[src/rtl/vrs_pkg.sv]
// Shared types and codes of the variable record stack.
`timescale 1ns / 1ps

package vrs_pkg;

   localparam int LEN_W    = 7;
   localparam int BYTE_W   = 8;
   localparam int STATUS_W = 3;
   localparam int FREE_W   = 11;

   // Request kinds.
   localparam logic [1:0] KIND_PUSH  = 2'd0;
   localparam logic [1:0] KIND_POP   = 2'd1;
   localparam logic [1:0] KIND_PEEK  = 2'd2;
   localparam logic [1:0] KIND_CLEAR = 2'd3;

   // Result status codes.
   localparam logic [STATUS_W-1:0] STAT_PUSHED  = 3'd0;
   localparam logic [STATUS_W-1:0] STAT_NO_ROOM = 3'd1;
   localparam logic [STATUS_W-1:0] STAT_EMPTY   = 3'd2;
   localparam logic [STATUS_W-1:0] STAT_POPPED  = 3'd3;
   localparam logic [STATUS_W-1:0] STAT_PEEKED  = 3'd4;
   localparam logic [STATUS_W-1:0] STAT_CLEARED = 3'd5;

   typedef struct packed {
      logic [1:0]        kind;
      logic [LEN_W-1:0]  length;
      logic [BYTE_W-1:0] data_byte;
   } req_type;

   typedef struct packed {
      logic [STATUS_W-1:0] status;
      logic [BYTE_W-1:0]   out_byte;
      logic                byte_valid;
      logic                last;
      logic                is_empty;
      logic [FREE_W-1:0]   free_bytes;
   } rsp_type;

   // One result as the controller produces it, before the occupancy fields.
   typedef struct packed {
      logic                valid;
      logic [STATUS_W-1:0] status;
      logic [BYTE_W-1:0]   out_byte;
      logic                byte_valid;
      logic                last;
   } emit_type;

   typedef enum logic [1:0] {
      ST_IDLE,
      ST_HEADER,
      ST_STREAM
   } state_type;

endpackage

[src/rtl/vrs_ctrl.sv]
// Stack controller: push runs, pop and peek sequencing, and the top pointer.
`timescale 1ns / 1ps

module vrs_ctrl import vrs_pkg::*; #(
   parameter int CAPACITY     = 1024,
   parameter int HEADER_BYTES = 4,
   parameter int MAX_RECORD   = 64,
   parameter int TW           = 11,
   parameter int AW           = 10
) (
   input  logic              clock,
   input  logic              reset,
   input  logic              start,
   input  req_type           req,
   output logic              busy,
   output logic              wr_en,
   output logic [AW-1:0]     wr_addr,
   output logic [BYTE_W-1:0] wr_data,
   output logic              rd_en,
   output logic [AW-1:0]     rd_addr,
   input  logic [BYTE_W-1:0] rd_data,
   output emit_type          emit,
   output logic [TW-1:0]     top_next
);

   localparam int CW = ((TW > LEN_W) ? TW : LEN_W) + 1;

   state_type        state_ff, state_in;
   logic [TW-1:0]    top_ff, top_in;
   logic [LEN_W-1:0] push_left_ff, push_left_in;
   logic             push_drop_ff, push_drop_in;
   logic [LEN_W-1:0] push_len_ff, push_len_in;
   logic             is_pop_ff, is_pop_in;
   logic [LEN_W-1:0] want_ff, want_in;
   logic [TW-1:0]    base_ff, base_in;
   logic [LEN_W-1:0] left_ff, left_in;
   logic [LEN_W-1:0] idx_ff, idx_in;

   logic             accept;
   logic             empty;
   logic             is_pop_req;
   logic [CW-1:0]    top_ext;
   logic [CW-1:0]    len_ext;
   logic [CW-1:0]    hdr_pos;
   logic [CW-1:0]    data_pos;
   logic [CW-1:0]    fin_pos;
   logic [CW-1:0]    pop_top;
   logic [CW-1:0]    stream_pos;
   logic [CW-1:0]    first_pos;
   logic             no_room;
   logic [LEN_W-1:0] count;
   logic [STATUS_W-1:0] read_status;

   assign busy       = (state_ff != ST_IDLE);
   assign accept     = start && !busy;
   assign empty      = (top_ff >= TW'(CAPACITY));
   assign is_pop_req = (req.kind == KIND_POP) || (req.kind == KIND_PEEK);

   assign top_ext    = CW'(top_ff);
   assign len_ext    = CW'(req.length);
   assign hdr_pos    = top_ext - len_ext - CW'(HEADER_BYTES);
   assign data_pos   = top_ext - CW'(push_left_ff);
   assign fin_pos    = top_ext - CW'(push_len_ff) - CW'(HEADER_BYTES);
   assign pop_top    = CW'(base_ff) + CW'(rd_data);
   assign first_pos  = CW'(base_ff);
   assign stream_pos = CW'(base_ff) + CW'(idx_ff);
   assign no_room    = (len_ext > CW'(MAX_RECORD)) ||
                       ((len_ext + CW'(HEADER_BYTES)) > top_ext);

   // Bytes to return: the smaller of the requested and the stored length.
   // Only the low header byte is ever written or read since records are short.
   assign count       = ({1'b0, want_ff} < rd_data) ? want_ff : rd_data[LEN_W-1:0];
   assign read_status = is_pop_ff ? STAT_POPPED : STAT_PEEKED;

   always_comb begin
      state_in = state_ff;
      case (state_ff)
         ST_IDLE: begin
            if (accept && (push_left_ff == '0) && is_pop_req && !empty) begin
               state_in = ST_HEADER;
            end
         end
         ST_HEADER: begin
            state_in = (count == '0) ? ST_IDLE : ST_STREAM;
         end
         ST_STREAM: begin
            if (left_ff == LEN_W'(1)) begin
               state_in = ST_IDLE;
            end
         end
         default: begin
            state_in = ST_IDLE;
         end
      endcase
   end

   always_comb begin
      top_in       = top_ff;
      push_left_in = push_left_ff;
      push_drop_in = push_drop_ff;
      push_len_in  = push_len_ff;
      is_pop_in    = is_pop_ff;
      want_in      = want_ff;
      base_in      = base_ff;
      left_in      = left_ff;
      idx_in       = idx_ff;
      wr_en        = 1'b0;
      wr_addr      = '0;
      wr_data      = '0;
      rd_en        = 1'b0;
      rd_addr      = '0;
      emit         = '0;
      case (state_ff)
         ST_IDLE: begin
            if (accept) begin
               if (push_left_ff != '0) begin
                  push_left_in = push_left_ff - LEN_W'(1);
                  if (push_drop_ff) begin
                     if (push_left_ff == LEN_W'(1)) begin
                        push_drop_in = 1'b0;
                     end
                  end else begin
                     wr_en   = 1'b1;
                     wr_addr = data_pos[AW-1:0];
                     wr_data = req.data_byte;
                     if (push_left_ff == LEN_W'(1)) begin
                        top_in      = fin_pos[TW-1:0];
                        emit.valid  = 1'b1;
                        emit.status = STAT_PUSHED;
                        emit.last   = 1'b1;
                     end
                  end
               end else begin
                  case (req.kind)
                     KIND_PUSH: begin
                        push_len_in = req.length;
                        if (no_room) begin
                           push_left_in = req.length;
                           push_drop_in = (req.length != '0);
                           emit.valid   = 1'b1;
                           emit.status  = STAT_NO_ROOM;
                           emit.last    = 1'b1;
                        end else begin
                           // The header goes in at once; nothing reads the
                           // store until the run has finished.
                           wr_en        = 1'b1;
                           wr_addr      = hdr_pos[AW-1:0];
                           wr_data      = {1'b0, req.length};
                           push_drop_in = 1'b0;
                           if (req.length == '0) begin
                              top_in      = hdr_pos[TW-1:0];
                              emit.valid  = 1'b1;
                              emit.status = STAT_PUSHED;
                              emit.last   = 1'b1;
                           end else begin
                              push_left_in = req.length;
                           end
                        end
                     end
                     KIND_CLEAR: begin
                        top_in      = TW'(CAPACITY);
                        emit.valid  = 1'b1;
                        emit.status = STAT_CLEARED;
                        emit.last   = 1'b1;
                     end
                     default: begin
                        if (empty) begin
                           emit.valid  = 1'b1;
                           emit.status = STAT_EMPTY;
                           emit.last   = 1'b1;
                        end else begin
                           rd_en     = 1'b1;
                           rd_addr   = top_ff[AW-1:0];
                           is_pop_in = (req.kind == KIND_POP);
                           want_in   = req.length;
                           base_in   = top_ff + TW'(HEADER_BYTES);
                        end
                     end
                  endcase
               end
            end
         end
         ST_HEADER: begin
            if (is_pop_ff) begin
               top_in = pop_top[TW-1:0];
            end
            if (count == '0) begin
               emit.valid  = 1'b1;
               emit.status = read_status;
               emit.last   = 1'b1;
            end else begin
               rd_en   = 1'b1;
               rd_addr = first_pos[AW-1:0];
               idx_in  = LEN_W'(1);
               left_in = count;
            end
         end
         ST_STREAM: begin
            emit.valid      = 1'b1;
            emit.status     = read_status;
            emit.out_byte   = rd_data;
            emit.byte_valid = 1'b1;
            emit.last       = (left_ff == LEN_W'(1));
            left_in         = left_ff - LEN_W'(1);
            if (left_ff != LEN_W'(1)) begin
               rd_en   = 1'b1;
               rd_addr = stream_pos[AW-1:0];
               idx_in  = idx_ff + LEN_W'(1);
            end
         end
         default: begin
         end
      endcase
   end

   assign top_next = top_in;

   always_ff @(posedge clock) begin
      if (reset) begin
         state_ff     <= ST_IDLE;
         top_ff       <= TW'(CAPACITY);
         push_left_ff <= '0;
         push_drop_ff <= 1'b0;
         push_len_ff  <= '0;
         left_ff      <= '0;
      end else begin
         state_ff     <= state_in;
         top_ff       <= top_in;
         push_left_ff <= push_left_in;
         push_drop_ff <= push_drop_in;
         push_len_ff  <= push_len_in;
         left_ff      <= left_in;
      end
   end

   always_ff @(posedge clock) begin
      is_pop_ff <= is_pop_in;
      want_ff   <= want_in;
      base_ff   <= base_in;
      idx_ff    <= idx_in;
   end

   // A push run never overlaps a read sequence.
   a_run_idle: assert property (@(posedge clock) disable iff (reset)
      (push_left_ff != '0) |-> (state_ff == ST_IDLE))
      else $error("push run in progress outside idle");

   // The streaming state always has bytes left to send.
   a_stream_left: assert property (@(posedge clock) disable iff (reset)
      (state_ff == ST_STREAM) |-> (left_ff != '0))
      else $error("streaming with no bytes left");

   // The top pointer never passes the end of the store.
   a_top_range: assert property (@(posedge clock) disable iff (reset)
      top_ff <= TW'(CAPACITY))
      else $error("top pointer beyond capacity");

   // In idle, a result only comes from an accepted item.
   a_idle_emit: assert property (@(posedge clock) disable iff (reset)
      (emit.valid && (state_ff == ST_IDLE)) |-> accept)
      else $error("result without accepted item");

   // After a header read the sequence either ends or streams.
   a_header_next: assert property (@(posedge clock) disable iff (reset)
      (state_ff == ST_HEADER) |=> (state_ff == ST_IDLE) || (state_ff == ST_STREAM))
      else $error("bad state after header read");

endmodule

[config.mk]
export PLATFORM = sky130hd
export DESIGN_NAME = vrs_ctrl
export DESIGN_NICKNAME = d
export VERILOG_FILES = /design/src/rtl/vrs_pkg.sv /design/src/rtl/vrs_ctrl.sv
export SDC_FILE = /design/constraint.sdc
export NUM_CORES = 1
export LEC_CHECK = 0
export ABC_AREA = 1
export BUFFER_PORTS_ARGS = -buffer_cell sky130_fd_sc_hd__buf_2
export CORE_MARGIN = 5
export CORE_UTILIZATION = 56
export CTS_BUF_LIST = sky130_fd_sc_hd__clkbuf_2 sky130_fd_sc_hd__clkbuf_4 sky130_fd_sc_hd__clkbuf_8
export CTS_CLUSTER_DIAMETER = 100
export DETAILED_ROUTE_END_ITERATION = 16
export HOLD_SLACK_MARGIN = 0.03
export PLACE_DENSITY = 0.78
export SETUP_SLACK_MARGIN = 0.2
export SYNTH_ARGS = -nofsm -noshare
export SYNTH_HDL_FRONTEND = slang
export SYNTH_SLANG_ARGS = --single-unit
[constraint.sdc]
create_clock -name clock -period 2.5 [get_ports clock]
set_input_delay 0.125 -clock clock [delete_from_list [all_inputs] [get_ports clock]]
set_output_delay 0.125 -clock clock [all_outputs]
set_load 0.005 [all_outputs]
==> run metrics, run 1 <==
status finished, violations left; violated checks setup timing; Most used DFF post-synth dfxtp_1; cell area after synthesis 6990 um^2; endpoints failing hold 0; CTS Buffer Depth 2; first-pass GRT wire length 39.3 mm; placed inst area 8050 um^2; final worst-path cycle share 1.19; fin crit period 2.97 ns; P_int 4.88 mW; share of cells above drive strength 1 0.392; Clk network pwr share 0.093; async set-or-reset flop fraction in the synthesized netlist 0; Initial Utilization 0.577; Max FO, Critical Path 7; Mean Syn Cell Area 6.60 um^2; die height 122 um; Comb pwr share 0.764; vias per inst 5.91; Slew HR 0.596; Slew Viols, Final 0; worst-margin pin slew 0.604 ns; number of H-tree levels 3; total CTS buffers 9; Area growth, synth to finish 42.2%; CP Capture Type primary output; worst endpoint required time 2.38 ns; Reg clk slew, reported paths 0.07 ns; Routed Antenna Nets 0; part of the power in registers 0.143; max_cap viols 0; # setup viols final 55; CTS tree built; first-pass detailed-route iteration total 8; Clock Sinks 61; RD Place Congestion 0.989; total negative slack -15.05 ns; Tightest Hold Check Type primary input to register; post-synth net total 1169; yosys warns 0; Setup Skew 0.0138 ns; Post-synth EDFFs 26; global-route usage over all layers 0.336; fill count 777; RSZ-0062 raised after global routing yes; hold path startpoint req[9]; post-DR wirelength/cell 19.3 um; I/O pins 84; Rows 40; fin area 9930 um^2; Yosys cell types 56; P per Cell Area 998 nW/um^2; Crit Path Category register to primary output; switching power 5.04 mW; Seq cells post-synth 61; Core Area 12100 um^2; Max Fclk 336 MHz; area leader, netlist nand2_1; routed vias 8395; Startpoint Class register; pin count of the biggest net entering global routing 28; Peak supply drop 0.755 mV; die area 14800 um^2; switching part of the total 0.508; nets 1357; n_diodes 0; worst endpoint data arrival time 2.85 ns; number of DRC markers in iteration 0 838; DRC violations left 0; Worst Slack Setup Final -0.474 ns; grt total ovfl 0; CTS Root Cell clkbuf_8; Setup WS pre-CTS -0.0518 ns; Mapped Cells 1059; HPWL reported at the end of detailed placement 18.6 mm; Skew-Pair Late Insertion Delay 0.37 ns; top-area cell type share of the netlist area 0.145; critical path launch point top_ff[2]; register area share after synthesis 0.212; WL final 27.4 mm; Area contributors post-synth nand2_1 (15%), ha_1 (14%), edfxtp_1 (11%); port buffer count 83; r2r startpoint want_ff[6]; Die W 122 um; Leak Pwr 4.66 nW; initial antenna violation count 0; vias in the first global route 7725
power by group through the flow:
stage / Combinational (mW) / Clock (mW) / Sequential [mW]
5_1_grt: 8.14 / 0.976 / 1.43
3_3_place_gp: 5.36 / 0 / 1.38
3_5_place_dp: 5.40 / 0 / 1.39
4_1_cts: 6.33 / 0.920 / 1.39
6_report: 7.57 / 0.924 / 1.42
2_1_floorplan: 3.63 / 0 / 1.35
worst paths after layout:
path                                        to  slack (ns)  cells past startpoint
worst max register to register      left_ff[3]       -0.18                     18
worst max-delay path                wr_addr[8]       -0.47                     17
worst min register to register  push_len_ff[4]        0.48                      2
worst min-delay path                want_ff[1]        0.13                      2
worst max-delay path, cell delays in order (launching register included):
cell	delay, ns
dfxtp_2	0.37
clkinv_4	0.11
ha_4	0.35
nand2_2	0.09
nor3_2	0.18
nand4_2	0.19
nand2_4	0.23
nand2_4	0.11
clkinv_4	0.08
nand2_8	0.06
nand2_4	0.08
inv_6	0.05
nor2_4	0.09
inv_2	0.06
nor2_4	0.13
nand2_2	0.06
a21oi_2	0.12
buf_2	0.13
flip-flops by register name, summed over array words and instances, names as in the netlist, 2 cells and up:
name / flops
push_len_ff: 7
base_ff: 11
push_left_ff: 7
want_ff: 7
state_ff: 2
top_ff: 11
left_ff: 7
idx_ff: 7
final cells by class:
type,count,area (um^2),share of cell area
timing repair buffer,203,1510,0.152
timing repair inverter,2,15.0,0.00151
clock buffer,9,124,0.0125
clock inverter,7,73.8,0.00743
tap,168,210,0.0212
multi-input combinational,810,5840,0.588
inverter,160,667,0.0671
sequential,61,1500,0.151
cell usage after synthesis, drive strengths merged (15+ instances only):
library cell  number
nor3              16
a21oi             99
dfxtp             35
buf               16
nand3             85
ha                77
inv              153
nand2            281
edfxtp            26
nor2              88
nand4             15
o21ai             50
xor2              25
cell usage in the layout (no fill, tap or decap), types with 33 or more instances in the layout:
master	instances
nand2_2	56
nand3_1	49
a21oi_1	78
buf_2	80
buf_4	87
ha_4	33
o21ai_0	38
nand2_1	208
nand3_2	33
nor2_1	65
inv_1	113
ha_1	42
metrics by stage:
| step | total power [mW] | hold WS [ns] | cells | util |
|---|---|---|---|---|
| 6_report | 9.91 | 0.131 | 1420 | 0.820 |
| 3_5_place_dp | 6.79 | 0.451 | 1353 | 0.665 |
| 4_1_cts | 8.64 | 0.116 | 1402 | 0.752 |
| 5_1_grt | 10.5 | 0.123 | 1420 | 0.820 |
| 3_3_place_gp | 6.74 | 0.443 | 1353 | 0.665 |
| 2_1_floorplan | 4.98 | 0.224 | 1059 | - |
routing by layer:
metal  wire length, um  share of wire  vias to the layer above  global-route usage
li1                  -              -                     3883                   -
met4              1960          0.071                        0               0.187
met3              2430          0.088                      168              0.0548
met1             10400           0.38                     3834               0.413
met2             12700           0.46                      510               0.558
met5                 0              0                        -                   0
cell families after synthesis:
family | count (synthesis) | share of synthesized area
adders and majority gates | 82 | 0.152
and+or+nand+nor | 499 | 0.327
xor gates and xnor gates | 31 | 0.0389
buffers and inverters | 189 | 0.110
DFF | 61 | 0.212
AOI/OAI and AO/OA | 197 | 0.160
what timing repair did:
item	in CTS	in global routing
hold buffers	0	0
pin swaps	47	77
resized for setup	130	165
gates cloned	1	3
setup buffers	32	15
setup endpoints to repair	71	82
Power figures use the tool's default switching activity.
==> run 2: changes to the inputs <==
--- a/config.mk
+++ b/config.mk
@@ -14,6 +14,7 @@
 export DETAILED_ROUTE_END_ITERATION = 16
 export HOLD_SLACK_MARGIN = 0.03
 export PLACE_DENSITY = 0.78
+export RECOVER_POWER = 25
 export SETUP_SLACK_MARGIN = 0.2
 export SYNTH_ARGS = -nofsm -noshare
 export SYNTH_HDL_FRONTEND = slang
==> run metrics, run 2 (synthesis results as in run 1) <==
RD Place Congestion 0.989; die area 14800 um^2; Peak supply drop 0.752 mV; initial antenna violation count 0; DRC violations left 0; CTS tree built; share of cells above drive strength 1 0.387; CTS Root Cell clkbuf_8; Initial Utilization 0.577; r2r worst-path depth 18; worst-margin pin slew 0.622 ns; # setup viols final 55; Area growth, synth to finish 41.9%; Max FO, Critical Path 7; Core Area 12100 um^2; Clk network pwr share 0.094; nets 1357; post-DR wirelength/cell 19.2 um; die height 122 um; first-pass detailed-route iteration total 6; hold buffer count at CTS 0; number of H-tree levels 3; Crit Path Category register to primary output; WL final 27.3 mm; I/O pins 84; PnR Total Power 9.91 mW; routed vias 8397; Slew HR 0.584; Routed Antenna Nets 0; switching part of the total 0.508; max_cap viols 0; Non-Filler Instances 1420; HPWL reported at the end of detailed placement 18.6 mm; CP Capture Type primary output; placed cells 1353; Slew Viols, Final 0; Reg clk slew, reported paths 0.08 ns; P_int 4.87 mW; status finished, violations left; Rows 40; most common cell after layout, fill and taps aside nand2_1; Max Fclk 338 MHz; Top cell by count, worst path nand2_4; violated checks setup timing; fin crit period 2.96 ns; Setup WS pre-CTS -0.0518 ns; global-route usage over all layers 0.336; final worst-path cycle share 1.18; worst endpoint required time 2.38 ns; Comb pwr share 0.763; Leak Pwr 4.63 nW; Worst Slack Setup Final -0.455 ns; RSZ-0062 raised after global routing yes; Hold Crit Depth 2; Die W 122 um; worst endpoint data arrival time 2.83 ns; CTS Buffer Depth 2; total CTS buffers 9; fill count 784; switching power 5.04 mW; endpoints failing hold 0; grt total ovfl 0; P per Cell Area 1000 nW/um^2; part of the power in registers 0.143; first-pass GRT wire length 39.3 mm; pin count of the biggest net entering global routing 28; Setup Skew 0.0139 ns; port buffer count 83; Slowest-stage cell, CP dfxtp_2; n_diodes 0; worst-path cell chain clkinv_4 > ha_4 > nand2_2 > nor3_2 > nand4_2 > nand2_4 > nand2_4 > clkinv_4 > nand2_8 > nand2_4 > inv_6 > nor2_4 > inv_2 > nor2_4 > nand2_2 > a21oi_2 > buf_2; footprint of the multi-input gates 5840 um^2; Startpoint Class register; vias in the first global route 7725; biggest regs base_ff x11, top_ff x11; vias per inst 5.91; Tightest Hold Check Type primary input to register; commonest non-fill, non-tap cells in the layout nand2_1 (208), inv_1 (113), buf_4 (82); largest stage delay on the critical path 0.36 ns; hold_ws 0.133 ns; FF/Latch Area 1500 um^2; Final Core Density 0.818; Skew-Pair Late Insertion Delay 0.37 ns; Clock Sinks 61; number of DRC markers in iteration 0 794
[run 2: cell count changes in the layout (fill, tap and decap cells not counted), sizes merged]
cell | before | now
buf | 202 | 195
clkbuf | 10 | 17
[run 2: power groups by stage]
stage / Combinational, mW / Clock [mW] / Sequential [mW]
2_1_floorplan: 3.63 / 0 / 1.35
3_3_place_gp: 5.36 / 0 / 1.38
3_5_place_dp: 5.40 / 0 / 1.39
4_1_cts: 6.33 / 0.920 / 1.39
5_1_grt: 8.13 / 0.976 / 1.43
6_report: 7.56 / 0.930 / 1.42
[run 2: path summary, 6_finish.rpt]
path | end | slack [ns] | start
max | wr_addr[8] | -0.46 | top_ff[2]
min | is_pop_ff | 0.13 | req[15]
max reg2reg | left_ff[3] | -0.18 | want_ff[6]
min reg2reg | push_len_ff[4] | 0.48 | push_len_ff[4]
[run 2: final cells by class]
type,count,share of cell area
Clock buffer,9,0.0125
Tap cell,168,0.0212
Timing Repair Buffer,203,0.150
Multi-Input combinational cell,810,0.589
Inverter,160,0.0673
Clock inverter,7,0.00745
Sequential cell,61,0.151
Timing Repair inverter,2,0.00151
[run 2: layer usage]
metal	track usage	vias to the layer above	routed length (um)
li1	-	3886	-
met1	0.413	3817	10300
met2	0.558	519	12600
met3	0.0548	175	2400
met4	0.187	0	2010
met5	0	-	0
[run 2: what timing repair did]
| action | CTS | global route |
|---|---|---|
| setup endpoints to repair | 71 | 82 |
| buffers inserted | 32 | 15 |
| gates resized for setup | 130 | 165 |
| hold endpoints to repair | 0 | 0 |
| gates cloned | 1 | 3 |
| pin swaps | 47 | 77 |
[run 2: critical path: cells and delay by family, from the launching register on]
kind	cells	cell delay [ns]
flip-flops	1	0.36
adder cells (fa/ha/maj)	1	0.35
buffers and inverters	5	0.43
AND/OR/NAND/NOR	10	1.20
AO/OA/AOI/OAI	1	0.12
[run 2: metrics by stage]
step                TNS, ns  cell area (um^2)
detailed placement   -0.152              8050
global route         -21.41              9910
finish               -14.65              9910
CTS                   -6.47              9110
floorplan                 0              7030
global placement          0              8050
==> run 3: changes to the inputs <==
--- a/config.mk
+++ b/config.mk
@@ -13,7 +13,7 @@
 export CTS_CLUSTER_DIAMETER = 100
 export DETAILED_ROUTE_END_ITERATION = 16
 export HOLD_SLACK_MARGIN = 0.03
-export PLACE_DENSITY = 0.78
+export PLACE_DENSITY = 0.8
 export RECOVER_POWER = 25
 export SETUP_SLACK_MARGIN = 0.2
 export SYNTH_ARGS = -nofsm -noshare
==> run metrics, run 3 (synthesis results as in run 1) <==
biggest regs base_ff x11, top_ff x11; footprint of the multi-input gates 5900 um^2; Reg clk slew, reported paths 0.08 ns; worst endpoint required time 2.38 ns; switching power 5.70 mW; RSZ-0062 raised after global routing yes; worst-path cell chain clkinv_4 > ha_1 > inv_1 > ha_4 > nand2_2 > inv_1 > nand4_1 > nand4_1 > xor2_2 > o21bai_1 > nand2_1 > nand4_1 > nand2_2 > inv_1 > buf_2; Final Core Density 0.849; fill count 658; RD Place Congestion 1.08; die area 14800 um^2; FF/Latch Area 1500 um^2; Tightest Hold Check Type primary input to register; first-pass GRT wire length 42.4 mm; DRC violations left 0; die height 122 um; Clock Sinks 61; cell family with most CP delay simple AND/OR/NAND/NOR gates; endpoints failing hold 0; Max Fclk 331 MHz; pin count of the biggest net entering global routing 27; share of cells above drive strength 1 0.420; routed vias 9362; Max FO, Critical Path 4; Skew-Pair Late Insertion Delay 0.37 ns; status finished, violations left; initial antenna violation count 0; HPWL reported at the end of detailed placement 18.8 mm; Startpoint Class register; Rows 40; port buffer count 83; number of H-tree levels 3; P_int 5.38 mW; most common cell after layout, fill and taps aside nand2_1; n_diodes 0; met2 Usage GRT 0.599; max_cap viols 0; CTS Buffer Depth 2; switching part of the total 0.514; P per Cell Area 1080 nW/um^2; GR peak layer met2; final worst-path cycle share 1.21; Crit Path Category register to primary output; Worst Path Buf+Inv 5; number of DRC markers in iteration 0 1456; # setup viols final 58; worst-margin pin slew 0.683 ns; post-DR wirelength/cell 21.8 um; vias per inst 6.43; I/O pins 84; first-pass detailed-route iteration total 14; met3 GRT Util 0.0761; CP Capture Type primary output; fin crit period 3.02 ns; WL final 31.8 mm; Leak Pwr 4.88 nW; hold buffer count at CTS 0; Slowest-stage cell, CP dfxtp_2; vias in the first global route 8339; CTS Root Cell clkbuf_8; Clk network pwr share 0.086; Routed Antenna Nets 0; violated checks setup timing; Worst Slack Setup Final -0.523 ns; nets 1394; Slew Viols, Final 0; PnR Total Power 11.1 mW; largest stage delay on the critical path 0.36 ns; Setup Skew 0.0124 ns; Peak supply drop 1.29 mV; Die W 122 um; part of the power in registers 0.127; Core Area 12100 um^2; Comb pwr share 0.787; met1 global-route usage 0.426; total CTS buffers 9; Slew HR 0.544; worst endpoint data arrival time 2.90 ns; grt total ovfl 0; Initial Utilization 0.577; global-route usage over all layers 0.365; total negative slack -16.74 ns; Area growth, synth to finish 47.3%; CTS tree built; commonest non-fill, non-tap cells in the layout nand2_1 (206), buf_4 (116), inv_1 (108)
run 3: cell types whose count changed in the layout (fill, tap and decap cells not counted), moves of 5 or more:
cell | previous run | this run
nand3_2 | 33 | 40
nand2_4 | 14 | 19
inv_1 | 113 | 108
buf_4 | 82 | 116
ha_4 | 33 | 27
run 3: area by class of cell:
class | count | share of cell area
multi-input cells | 811 | 0.574
clock inverters | 4 | 0.00462
repair inverters | 2 | 0.00146
well taps | 168 | 0.0204
flip-flops and latches | 61 | 0.146
inverters | 160 | 0.0660
repair buffers | 239 | 0.173
clock buffers | 12 | 0.0148
run 3: layer usage:
layer / share of wire / up-vias / wire length [um]
li1: - / 3975 / -
met1: 0.33 / 4199 / 10500
met2: 0.45 / 876 / 14200
met3: 0.12 / 310 / 3920
met4: 0.097 / 2 / 3080
met5: 0.0012 / - / 39
run 3: final timing paths:
check                               startpoint             end  slack [ns]  depth (start not counted)
worst max-delay path                 top_ff[6]     top_next[7]       -0.52                         15
worst max register to register       top_ff[4]       top_ff[7]       -0.33                         20
worst min register to register  push_len_ff[4]  push_len_ff[4]        0.47                          2
worst min-delay path                   req[13]      want_ff[5]        0.14                          1
run 3: stage by stage:
stage          area, um^2  setup WS (ns)  hold WS [ns]  instances
2_1_floorplan        7030          0.189         0.224       1059
3_3_place_gp         8170        -0.0657         0.441       1365
3_5_place_dp         8170        -0.0736         0.454       1365
4_1_cts              9330         -0.280         0.116       1417
5_1_grt             10300         -0.599         0.126       1457
6_report            10300         -0.523         0.137       1457
run 3: power by group through the flow:
stage               logic [mW]  clock network, mW  registers, mW
floorplan                 3.63                  0           1.35
global placement          5.69                  0           1.37
detailed placement        5.73                  0           1.38
CTS                       6.93              0.935           1.38
global route              9.19              0.985           1.42
finish                    8.71              0.953           1.41
run 3: worst reg2reg max path, cell delays in order (launching register included):
cell	delay [ns]
dfxtp_2	0.34
inv_4	0.13
buf_4	0.19
ha_4	0.21
nand2_1	0.08
nand2_1	0.08
nand2_1	0.08
nand2_1	0.06
nand2_1	0.08
nand3_2	0.11
nand2_4	0.19
buf_6	0.15
nand4_1	0.10
o21bai_1	0.21
nand2_1	0.10
nand4_1	0.12
nand2_2	0.07
buf_4	0.13
buf_6	0.11
buf_6	0.11
nor2_4	0.10
run 3: timing repair:
| item | CTS | global route |
|---|---|---|
| buffers inserted | 33 | 38 |
| gates resized for setup | 145 | 179 |
| endpoints found under the setup margin | 79 | 102 |
| cloned | 3 | 2 |
| hold endpoints to repair | 0 | 0 |
| pin swaps | 56 | 87 |
